`src/sv/mwc_pkg.sv`:
```
package mwc_pkg;

  localparam int WINDOW_SIDE = 6;
  localparam int PIXEL_BITS  = 16;
  localparam int FRAC_BITS   = 8;

  localparam int PIX_IN_W = 16;
  localparam int MASK_W   = 16;
  localparam int CENT_W   = 11;
  localparam int TFLUX_W  = 22;

  localparam int IDX_W   = $clog2(WINDOW_SIDE);
  localparam int WT_W    = $clog2(WINDOW_SIDE + 1);
  localparam int FLUX_W  = PIXEL_BITS + $clog2(WINDOW_SIDE * WINDOW_SIDE);
  localparam int WSUM_W  = FLUX_W + WT_W;
  localparam int PROD_W  = PIXEL_BITS + WT_W;
  localparam int Q_W     = FRAC_BITS + WT_W;
  localparam int DIVD_W  = WSUM_W + FRAC_BITS;
  localparam int STEP_W  = $clog2(Q_W);

  localparam int QUEUE_DEPTH = 2;
  localparam int QPTR_W      = (QUEUE_DEPTH > 1) ? $clog2(QUEUE_DEPTH) : 1;
  localparam int QCNT_W      = $clog2(QUEUE_DEPTH + 1);

  localparam int CENT_MAX = (WINDOW_SIDE - 1) * (2 ** FRAC_BITS);

  typedef struct packed {
    logic [FLUX_W-1:0] flux;
    logic [WSUM_W-1:0] row_sum;
    logic [WSUM_W-1:0] col_sum;
  } win_sums_t;

  typedef enum logic [1:0] {
    ST_IDLE,
    ST_RUN,
    ST_HOLD
  } back_state_t;

endpackage

```
`src/sv/mwc_front.sv`:
```
module mwc_front (
  input  logic                           clk,
  input  logic                           rst,
  input  logic                           push,
  output logic                           full,
  input  logic [mwc_pkg::PIX_IN_W-1:0]   pixel_value,
  input  logic signed [mwc_pkg::MASK_W-1:0] mask_value,
  output logic                           q_push,
  output mwc_pkg::win_sums_t             q_data,
  input  logic                           q_full
);
  import mwc_pkg::*;

  logic [IDX_W-1:0]      row_index;
  logic [IDX_W-1:0]      col_index;
  logic [FLUX_W-1:0]     flux_sum;
  logic [WSUM_W-1:0]     row_weighted_sum;
  logic [WSUM_W-1:0]     col_weighted_sum;

  logic                  counted;
  logic                  at_last;
  logic                  accept;
  logic [PIXEL_BITS-1:0] pix;
  logic [WT_W-1:0]       row_wt;
  logic [WT_W-1:0]       col_wt;
  logic [PROD_W-1:0]     row_prod;
  logic [PROD_W-1:0]     col_prod;
  win_sums_t             sums_next;

  assign counted = !mask_value[MASK_W-1] && (mask_value != '0);
  assign pix     = counted ? pixel_value[PIXEL_BITS-1:0] : '0;
  assign row_wt  = WT_W'(row_index) + WT_W'(1);
  assign col_wt  = WT_W'(col_index) + WT_W'(1);

  assign row_prod = PROD_W'(pix) * PROD_W'(row_wt);
  assign col_prod = PROD_W'(pix) * PROD_W'(col_wt);

  assign sums_next.flux    = flux_sum + FLUX_W'(pix);
  assign sums_next.row_sum = row_weighted_sum + WSUM_W'(row_prod);
  assign sums_next.col_sum = col_weighted_sum + WSUM_W'(col_prod);

  assign at_last = (row_index == IDX_W'(WINDOW_SIDE - 1)) &&
                   (col_index == IDX_W'(WINDOW_SIDE - 1));
  assign full    = q_full && at_last;
  assign accept  = push && !full;
  assign q_push  = accept && at_last;
  assign q_data  = sums_next;

  always_ff @(posedge clk) begin
    if (rst) begin
      row_index        <= '0;
      col_index        <= '0;
      flux_sum         <= '0;
      row_weighted_sum <= '0;
      col_weighted_sum <= '0;
    end else if (accept) begin
      if (col_index == IDX_W'(WINDOW_SIDE - 1)) begin
        col_index <= '0;
        row_index <= (row_index == IDX_W'(WINDOW_SIDE - 1)) ? '0 : row_index + IDX_W'(1);
      end else begin
        col_index <= col_index + IDX_W'(1);
      end
      if (at_last) begin
        flux_sum         <= '0;
        row_weighted_sum <= '0;
        col_weighted_sum <= '0;
      end else begin
        flux_sum         <= sums_next.flux;
        row_weighted_sum <= sums_next.row_sum;
        col_weighted_sum <= sums_next.col_sum;
      end
    end
  end

endmodule

```
`src/sv/mwc_queue.sv`:
```
module mwc_queue (
  input  logic               clk,
  input  logic               rst,
  input  logic               wr_en,
  input  mwc_pkg::win_sums_t wr_data,
  output logic               q_full,
  input  logic               rd_en,
  output mwc_pkg::win_sums_t rd_data,
  output logic               q_empty
);
  import mwc_pkg::*;

  win_sums_t         entries [QUEUE_DEPTH];
  logic [QPTR_W-1:0] wr_ptr;
  logic [QPTR_W-1:0] rd_ptr;
  logic [QCNT_W-1:0] count;
  logic              do_wr;
  logic              do_rd;

  assign q_full  = (count == QCNT_W'(QUEUE_DEPTH));
  assign q_empty = (count == '0);
  assign do_wr   = wr_en && !q_full;
  assign do_rd   = rd_en && !q_empty;
  assign rd_data = entries[rd_ptr];

  always_ff @(posedge clk) begin
    if (do_wr) begin
      entries[wr_ptr] <= wr_data;
    end
  end

  always_ff @(posedge clk) begin
    if (rst) begin
      wr_ptr <= '0;
      rd_ptr <= '0;
      count  <= '0;
    end else begin
      if (do_wr) begin
        wr_ptr <= (wr_ptr == QPTR_W'(QUEUE_DEPTH - 1)) ? '0 : wr_ptr + QPTR_W'(1);
      end
      if (do_rd) begin
        rd_ptr <= (rd_ptr == QPTR_W'(QUEUE_DEPTH - 1)) ? '0 : rd_ptr + QPTR_W'(1);
      end
      if (do_wr && !do_rd) begin
        count <= count + QCNT_W'(1);
      end else if (do_rd && !do_wr) begin
        count <= count - QCNT_W'(1);
      end
    end
  end

endmodule

```
`src/sv/mwc_back.sv`:
```
module mwc_back (
  input  logic                         clk,
  input  logic                         rst,
  input  logic                         q_empty,
  input  mwc_pkg::win_sums_t           q_data,
  output logic                         q_pop,
  output logic                         empty,
  input  logic                         pop,
  output logic [mwc_pkg::CENT_W-1:0]   centroid_row,
  output logic [mwc_pkg::CENT_W-1:0]   centroid_col,
  output logic [mwc_pkg::TFLUX_W-1:0]  total_flux,
  output logic                         empty_flag
);
  import mwc_pkg::*;

  back_state_t       state;
  back_state_t       state_next;
  logic [FLUX_W-1:0] divisor;
  logic [FLUX_W-1:0] rem_row;
  logic [FLUX_W-1:0] rem_col;
  logic [Q_W-1:0]    quo_row;
  logic [Q_W-1:0]    quo_col;
  logic [STEP_W-1:0] step;
  logic              is_empty;

  logic [DIVD_W-1:0] dvd_row;
  logic [DIVD_W-1:0] dvd_col;
  logic [FLUX_W:0]   trial_row;
  logic [FLUX_W:0]   trial_col;
  logic              ge_row;
  logic              ge_col;
  logic [FLUX_W-1:0] rem_row_next;
  logic [FLUX_W-1:0] rem_col_next;
  logic [Q_W-1:0]    cent_row_q;
  logic [Q_W-1:0]    cent_col_q;
  logic              load;
  logic              last_step;

  assign dvd_row = {q_data.row_sum, {FRAC_BITS{1'b0}}};
  assign dvd_col = {q_data.col_sum, {FRAC_BITS{1'b0}}};

  assign trial_row = {rem_row, quo_row[Q_W-1]};
  assign trial_col = {rem_col, quo_col[Q_W-1]};
  assign ge_row    = trial_row >= {1'b0, divisor};
  assign ge_col    = trial_col >= {1'b0, divisor};
  assign rem_row_next = ge_row ? FLUX_W'(trial_row - {1'b0, divisor}) : trial_row[FLUX_W-1:0];
  assign rem_col_next = ge_col ? FLUX_W'(trial_col - {1'b0, divisor}) : trial_col[FLUX_W-1:0];

  assign last_step = (step == STEP_W'(Q_W - 1));

  always_comb begin
    state_next = state;
    load       = 1'b0;
    unique case (state)
      ST_IDLE: begin
        if (!q_empty) begin
          load       = 1'b1;
          state_next = (q_data.flux == '0) ? ST_HOLD : ST_RUN;
        end
      end
      ST_RUN: begin
        if (last_step) begin
          state_next = ST_HOLD;
        end
      end
      ST_HOLD: begin
        if (pop) begin
          state_next = ST_IDLE;
        end
      end
      default: state_next = ST_IDLE;
    endcase
  end

  assign q_pop = load;
  assign empty = (state != ST_HOLD);

  always_ff @(posedge clk) begin
    if (rst) begin
      state <= ST_IDLE;
    end else begin
      state <= state_next;
    end
  end

  always_ff @(posedge clk) begin
    if (load) begin
      divisor  <= q_data.flux;
      is_empty <= (q_data.flux == '0);
      rem_row  <= dvd_row[DIVD_W-1:Q_W];
      rem_col  <= dvd_col[DIVD_W-1:Q_W];
      quo_row  <= dvd_row[Q_W-1:0];
      quo_col  <= dvd_col[Q_W-1:0];
      step     <= '0;
    end else if (state == ST_RUN) begin
      rem_row <= rem_row_next;
      rem_col <= rem_col_next;
      quo_row <= {quo_row[Q_W-2:0], ge_row};
      quo_col <= {quo_col[Q_W-2:0], ge_col};
      step    <= step + STEP_W'(1);
    end
  end

  assign cent_row_q = (quo_row >= Q_W'(2 ** FRAC_BITS)) ? quo_row - Q_W'(2 ** FRAC_BITS) : '0;
  assign cent_col_q = (quo_col >= Q_W'(2 ** FRAC_BITS)) ? quo_col - Q_W'(2 ** FRAC_BITS) : '0;

  assign centroid_row = is_empty ? '0 : CENT_W'(cent_row_q);
  assign centroid_col = is_empty ? '0 : CENT_W'(cent_col_q);
  assign total_flux   = is_empty ? '0 : TFLUX_W'(divisor);
  assign empty_flag   = is_empty;

endmodule

```
`src/sv/masked_window_centroid_core.sv`:
```
// Pixels are taken one per cycle while full is low; a 6x6 window is one transaction per
// pixel. A window's sums pass through the two-entry sums queue to a restoring divider that
// retires one quotient bit per cycle for both centroids together; the result is shown as
// the last bit retires. A window whose total is zero skips the divider.
// Synchronous reset clears the window position, running sums, queue and back-end state.
module masked_window_centroid_core (
  input  logic                             clk,
  input  logic                             rst,
  input  logic                             push,
  output logic                             full,
  input  logic [mwc_pkg::PIX_IN_W-1:0]     pixel_value,
  input  logic signed [mwc_pkg::MASK_W-1:0] mask_value,
  output logic                             empty,
  input  logic                             pop,
  output logic [mwc_pkg::CENT_W-1:0]       centroid_row,
  output logic [mwc_pkg::CENT_W-1:0]       centroid_col,
  output logic [mwc_pkg::TFLUX_W-1:0]      total_flux,
  output logic                             empty_flag
);
  import mwc_pkg::*;

  logic      q_push;
  logic      q_full;
  logic      q_pop;
  logic      q_empty;
  win_sums_t q_wr_data;
  win_sums_t q_rd_data;

  mwc_front u_front (
    .clk         (clk),
    .rst         (rst),
    .push        (push),
    .full        (full),
    .pixel_value (pixel_value),
    .mask_value  (mask_value),
    .q_push      (q_push),
    .q_data      (q_wr_data),
    .q_full      (q_full)
  );

  mwc_queue u_queue (
    .clk     (clk),
    .rst     (rst),
    .wr_en   (q_push),
    .wr_data (q_wr_data),
    .q_full  (q_full),
    .rd_en   (q_pop),
    .rd_data (q_rd_data),
    .q_empty (q_empty)
  );

  mwc_back u_back (
    .clk          (clk),
    .rst          (rst),
    .q_empty      (q_empty),
    .q_data       (q_rd_data),
    .q_pop        (q_pop),
    .empty        (empty),
    .pop          (pop),
    .centroid_row (centroid_row),
    .centroid_col (centroid_col),
    .total_flux   (total_flux),
    .empty_flag   (empty_flag)
  );

  a_no_push_when_full : assert property (@(posedge clk) disable iff (rst)
    q_push |-> !q_full)
    else $error("window sums pushed into a full queue");

  a_pop_clears_result : assert property (@(posedge clk) disable iff (rst)
    (pop && !empty) |=> empty)
    else $error("result still shown after its transaction");

  a_empty_window_zero : assert property (@(posedge clk) disable iff (rst)
    (!empty && empty_flag) |->
      (centroid_row == '0 && centroid_col == '0 && total_flux == '0))
    else $error("empty window with nonzero result fields");

  a_centroid_range : assert property (@(posedge clk) disable iff (rst)
    !empty |-> (centroid_row <= CENT_W'(CENT_MAX) && centroid_col <= CENT_W'(CENT_MAX)))
    else $error("centroid outside the window");

endmodule
```
`config.mk`:
```
export PLATFORM = sky130hd
export DESIGN_NAME = masked_window_centroid_core
export DESIGN_NICKNAME = d
export VERILOG_FILES = /design/src/sv/mwc_pkg.sv /design/src/sv/mwc_front.sv /design/src/sv/mwc_queue.sv /design/src/sv/mwc_back.sv /design/src/sv/masked_window_centroid_core.sv
export SDC_FILE = /design/constraint.sdc
export NUM_CORES = 1
export LEC_CHECK = 0
export BUFFER_PORTS_ARGS = -buffer_cell sky130_fd_sc_hd__buf_2
export CORE_MARGIN = 2
export CORE_UTILIZATION = 50
export DETAILED_ROUTE_END_ITERATION = 6
export PLACE_DENSITY = 0.77
export SLEW_MARGIN = 20
export SYNTH_ARGS = -nofsm -noshare
export SYNTH_HDL_FRONTEND = slang
export SYNTH_SLANG_ARGS = --single-unit
```
`constraint.sdc`:
```
create_clock -name clk -period 7 [get_ports clk]
set_clock_uncertainty 0.2 [all_clocks]
set_input_delay 0.35 -clock clk [delete_from_list [all_inputs] [get_ports clk]]
set_output_delay 0.35 -clock clk [all_outputs]
set_load 0.02 [all_outputs]
```
==> impl_metrics.prom <==
# TYPE chip_impl_metric gauge
chip_impl_metric{name="gp_congestion",unit=""} 0.9391
chip_impl_info{name="worst_r2r_endpoint",value="u_queue.entries[0][23]$_DFFE_PP_"} 1
chip_impl_info{name="rr_startpoint",value="u_front.col_index[0]$_SDFFE_PP0P_"} 1
chip_impl_metric{name="synthesis.area",unit="um2"} 19930
chip_impl_metric{name="synth.yosys.seq_area_share",unit=""} 0.4324
chip_impl_metric{name="fmaxAchievable",unit="MHz"} 182.3
chip_impl_metric{name="grt_overflow",unit=""} 0
chip_impl_info{name="outcome",value="complete, no violations"} 1
chip_impl_metric{name="antenna_violations_before_repair",unit=""} 0
chip_impl_metric{name="detail_route.wl_per_cell",unit="um"} 17.96
chip_impl_metric{name="routed-via-count",unit=""} 15380
chip_impl_metric{name="track_usage",unit=""} 0.2312
chip_impl_metric{name="dp_hpwl",unit="um"} 34230
chip_impl_metric{name="antenna_left",unit=""} 0
chip_impl_metric{name="die_x",unit="um"} 203.6
chip_impl_info{name="post-synth-top-area-cell",value="sky130_fd_sc_hd__edfxtp_1"} 1
chip_impl_info{name="worstSetupPathType",value="flip-flop to flip-flop"} 1
chip_impl_metric{name="pre_cts_slack",unit="ns"} 1.605
chip_impl_info{name="min_delay_worst_endpoint",value="u_front.col_weighted_sum[8]$_SDFFE_PP0P_"} 1
chip_impl_metric{name="area_growth_synth_to_finish",unit="%"} 10.25
chip_impl_info{name="ys_dominant_reg_cell",value="sky130_fd_sc_hd__edfxtp_1"} 1
chip_impl_metric{name="timing.reg2reg.worst_path_depth",unit=""} 17
chip_impl_metric{name="p_per_area",unit="nW/um2"} 413.0
chip_impl_metric{name="fp.coreArea",unit="um2"} 39550
chip_impl_metric{name="clock_tree.buffer_depth",unit=""} 3
chip_impl_metric{name="hold_slack",unit="ns"} 0.2311
chip_impl_metric{name="die_y",unit="um"} 203.6
chip_impl_metric{name="finish.net_count",unit=""} 2309
chip_impl_metric{name="grt_pass1_vias",unit=""} 15260
chip_impl_metric{name="final-hold-violation-count",unit=""} 0
chip_impl_metric{name="tritoncts.num_buffers",unit=""} 35
chip_impl_metric{name="post_drt_via_cell_ratio",unit=""} 5.816
chip_impl_metric{name="drv_cap",unit=""} 0
chip_impl_metric{name="slew_viol_final",unit=""} 0
chip_impl_metric{name="power.static_leakage",unit="nW"} 9.102
chip_impl_metric{name="minimum_setup_slack_in_the_final_design",unit="ns"} 1.515
chip_impl_metric{name="cts-resized-gates",unit=""} 0
chip_impl_metric{name="grt_pass1_wl",unit="um"} 77410
chip_impl_metric{name="critPathArrivalTime",unit="ns"} 5.54
chip_impl_metric{name="timing.final.crit_share",unit=""} 0.7836
chip_impl_metric{name="async_reset_ff_frac",unit=""} 0
chip_impl_metric{name="dieArea",unit="um2"} 41470
chip_impl_metric{name="detailedRoute.firstIterationViolations",unit=""} 1184
chip_impl_metric{name="cts-htree-levels",unit=""} 2
chip_impl_metric{name="cell_count_final_fillers_out",unit=""} 2645
chip_impl_metric{name="insertedDiodeCount",unit=""} 0
chip_impl_metric{name="worstHoldPathCells",unit=""} 3
chip_impl_metric{name="final-seq-area",unit="um2"} 8622
chip_impl_metric{name="n_fill_cell",unit=""} 3394
chip_impl_metric{name="syn_inst",unit=""} 2037
chip_impl_metric{name="worstPathMaxFanout",unit=""} 20
chip_impl_metric{name="io_pins",unit=""} 83
chip_impl_metric{name="endpoints_failing_setup",unit=""} 0
chip_impl_metric{name="setup_total_negative_slack",unit="ns"} 0
chip_impl_metric{name="mappedNetlistNets",unit=""} 2253
chip_impl_metric{name="dr.pass1.iters",unit=""} 5
chip_impl_metric{name="post-synth-top-area-fraction",unit=""} 0.3270
chip_impl_metric{name="wl",unit="um"} 47500
chip_impl_metric{name="fp-row-count",unit=""} 73
chip_impl_metric{name="minimum_clock_period",unit="ns"} 5.485
chip_impl_metric{name="tightest_slew",unit="ns"} 1.032
chip_impl_info{name="worstSetupEndpointType",value="flip-flop"} 1
chip_impl_metric{name="clkTransAtPathRegs",unit="ns"} 0.06
chip_impl_metric{name="synth_enable_flop_cells",unit=""} 217
chip_impl_info{name="grt_setup_unrepaired",value="false"} 1
chip_impl_metric{name="worstSkewPairLatency",unit="ns"} 0.53
chip_impl_metric{name="dp_cells",unit=""} 2579
chip_impl_metric{name="synth-seq-cells",unit=""} 322
chip_impl_metric{name="tritoncts_num_sinks",unit=""} 322
chip_impl_metric{name="post_synth.cell_area_avg",unit="um2"} 9.784
chip_impl_metric{name="cp_data_required_time",unit="ns"} 7.06
chip_impl_metric{name="grt_start_max_net_pins",unit=""} 73
chip_impl_metric{name="post_route_cells_drive_above_1_share",unit=""} 0.09717
chip_impl_metric{name="floorplan.initialDensity",unit=""} 0.5039
chip_impl_info{name="cts_root_buf",value="sky130_fd_sc_hd__clkbuf_16"} 1
chip_impl_metric{name="synth_cell_types",unit=""} 79
chip_impl_info{name="critical_path.startpoint_type",value="flip-flop"} 1
chip_impl_metric{name="count_of_synthesis_stage_warnings_from_yosys",unit=""} 0
chip_impl_metric{name="max-slew-margin-rel",unit=""} 0.3123
chip_impl_metric{name="total_power",unit="W"} 0.009075
chip_impl_info{name="tritoncts_clock_tree",value="built"} 1
chip_impl_info{name="synth.top_cells.by_area",value="sky130_fd_sc_hd__edfxtp_1 33%, sky130_fd_sc_hd__dfxtp_1 11%, sky130_fd_sc_hd__ha_1 7.2%"} 1
chip_impl_info{name="hold_path.class",value="primary input to flip-flop"} 1
chip_impl_metric{name="number_of_remaining_drc_errors",unit=""} 0
chip_impl_metric{name="multi_input_area",unit="um2"} 10160
chip_impl_metric{name="buffer_ports.inserted",unit=""} 82
chip_impl_metric{name="vdd.ir_drop.worst",unit="uV"} 251.3
chip_impl_metric{name="register_to_register_path_setup_slack",unit="ns"} 1.51
chip_impl_info{name="hold_start",value="rst"} 1
## cells in the mapped netlist (10+ instances only)
library cell,instances
sky130_fd_sc_hd__a211oi_1,36
sky130_fd_sc_hd__a21o_1,37
sky130_fd_sc_hd__a21oi_1,117
sky130_fd_sc_hd__a22o_1,13
sky130_fd_sc_hd__a22oi_1,38
sky130_fd_sc_hd__a31oi_1,36
sky130_fd_sc_hd__and2_1,25
sky130_fd_sc_hd__and3_1,13
sky130_fd_sc_hd__clkbuf_1,68
sky130_fd_sc_hd__dfxtp_1,105
sky130_fd_sc_hd__edfxtp_1,217
sky130_fd_sc_hd__fa_1,65
sky130_fd_sc_hd__ha_1,115
sky130_fd_sc_hd__inv_1,222
sky130_fd_sc_hd__mux2_2,23
sky130_fd_sc_hd__mux2i_1,34
sky130_fd_sc_hd__nand2_1,158
sky130_fd_sc_hd__nand2b_1,19
sky130_fd_sc_hd__nand3_1,24
sky130_fd_sc_hd__nand4_1,18
sky130_fd_sc_hd__nor2_1,212
sky130_fd_sc_hd__nor2b_1,42
sky130_fd_sc_hd__nor3_1,18
sky130_fd_sc_hd__nor4_1,12
sky130_fd_sc_hd__o21a_1,17
sky130_fd_sc_hd__o21ai_0,89
sky130_fd_sc_hd__o22ai_1,10
sky130_fd_sc_hd__o31ai_1,10
sky130_fd_sc_hd__or2_2,11
sky130_fd_sc_hd__or3_1,14
sky130_fd_sc_hd__xnor2_1,74
sky130_fd_sc_hd__xor2_1,27
## cell type report
cell class / count / share of cell area
clock inverters: 16 / 0.009169
well taps: 525 / 0.02990
inverters: 223 / 0.03815
multi-input cells: 1412 / 0.4626
clock buffers: 48 / 0.04300
flip-flops and latches: 322 / 0.3924
repair buffers: 99 / 0.02472
## sequential cells by signal (all words and copies together), names as in the netlist, 11 cells and up, named ones only
name                      count
u_back.quo_row               11
u_back.rem_col               22
u_front.row_weighted_sum     25
u_back.rem_row               22
u_back.quo_col               11
u_queue.entries             144
u_front.flux_sum             22
u_front.col_weighted_sum     25
u_back.divisor               22
## worst max path at each step
stage | start | end | slack (ns) | depth (start not counted)
after floorplan | u_front.col_index[1]$_SDFFE_PP0P_ | u_queue.entries[0][0]$_DFFE_PP_ | 0.53 | 4
after global placement | u_front.col_index[0]$_SDFFE_PP0P_ | u_queue.entries[0][23]$_DFFE_PP_ | 1.77 | 17
after detailed placement | u_front.col_index[0]$_SDFFE_PP0P_ | u_queue.entries[0][23]$_DFFE_PP_ | 1.60 | 17
after CTS | u_front.col_index[0]$_SDFFE_PP0P_ | u_queue.entries[1][23]$_DFFE_PP_ | 1.57 | 17
after global routing | u_front.col_index[0]$_SDFFE_PP0P_ | u_queue.entries[1][23]$_DFFE_PP_ | 1.09 | 17
final | u_front.col_index[0]$_SDFFE_PP0P_ | u_queue.entries[0][23]$_DFFE_PP_ | 1.51 | 17
## cells in the final DEF, fill, tap and decap left out, types with 12 or more instances in the layout
cell type / instances
sky130_fd_sc_hd__nor2b_1: 41
sky130_fd_sc_hd__or3_1: 13
sky130_fd_sc_hd__a31oi_1: 36
sky130_fd_sc_hd__a211oi_1: 36
sky130_fd_sc_hd__nand4_1: 18
sky130_fd_sc_hd__o21a_1: 17
sky130_fd_sc_hd__nor3_1: 17
sky130_fd_sc_hd__and3_1: 13
sky130_fd_sc_hd__nand3_1: 24
sky130_fd_sc_hd__buf_4: 15
sky130_fd_sc_hd__o21ai_0: 89
sky130_fd_sc_hd__a21o_1: 37
sky130_fd_sc_hd__inv_1: 221
sky130_fd_sc_hd__buf_2: 82
sky130_fd_sc_hd__nand2b_1: 19
sky130_fd_sc_hd__xnor2_1: 74
sky130_fd_sc_hd__edfxtp_1: 217
sky130_fd_sc_hd__nor4_1: 12
sky130_fd_sc_hd__fa_1: 65
sky130_fd_sc_hd__nand2_1: 158
sky130_fd_sc_hd__mux2_2: 23
sky130_fd_sc_hd__xor2_1: 27
sky130_fd_sc_hd__dfxtp_1: 104
sky130_fd_sc_hd__clkbuf_16: 35
sky130_fd_sc_hd__ha_1: 115
sky130_fd_sc_hd__and2_1: 24
sky130_fd_sc_hd__a22o_1: 13
sky130_fd_sc_hd__a21oi_1: 117
sky130_fd_sc_hd__a22oi_1: 38
sky130_fd_sc_hd__nor2_1: 212
sky130_fd_sc_hd__mux2i_1: 34
## layer usage
metal,track usage,share of wire
met1,0.3186,0.45
met2,0.3835,0.47
met3,0.02876,0.064
met4,0.06752,0.022
met5,0,0
## through the flow
stage            util  instance area [um2]
2_1_floorplan       -                19930
5_1_grt        0.5555                21970
4_1_cts        0.5555                21970
6_report       0.5555                21970
3_3_place_gp   0.5260                20800
3_5_place_dp   0.5260                20800
## worst max-delay path: stages (launching register included)
cell and delay (ns):
sky130_fd_sc_hd__dfxtp_1 0.75, sky130_fd_sc_hd__ha_1 0.32, sky130_fd_sc_hd__xnor2_1 0.13, sky130_fd_sc_hd__buf_4 0.22, sky130_fd_sc_hd__nor2_1 0.09, sky130_fd_sc_hd__fa_1 0.54, sky130_fd_sc_hd__inv_1 0.05, sky130_fd_sc_hd__fa_1 0.49
sky130_fd_sc_hd__inv_1 0.04, sky130_fd_sc_hd__ha_1 0.34, sky130_fd_sc_hd__a2111oi_0 0.64, sky130_fd_sc_hd__o21a_1 0.23, sky130_fd_sc_hd__nor3b_1 0.08, sky130_fd_sc_hd__nor2_1 0.12, sky130_fd_sc_hd__o21ai_1 0.16, sky130_fd_sc_hd__a21oi_1 0.47
sky130_fd_sc_hd__nor2_1 0.13, sky130_fd_sc_hd__xor2_1 0.18
## what timing repair did
action                                  4_1_cts  5_1_grt
hold buffers                                  2        0
setup buffers                                 0        0
hold endpoints to repair                      3        0
endpoints found under the setup margin        0        0
## power by group
group / internal [W] / switching (W) / total (W)
clock: 0.00110 / 0.000762 / 0.00187
sequential: 0.00264 / 0.000250 / 0.00289
combinational: 0.00164 / 0.00268 / 0.00432
## cells by family after synthesis
logic type	count (synthesis)	synth area share
mux	59	0.03139
compound gates	472	0.1536
fa+ha+maj	180	0.1375
xor+xnor	101	0.04439
buf+inv	303	0.05820
simple gates	600	0.1425
flops	322	0.4324
Power figures use the tool's default switching activity.
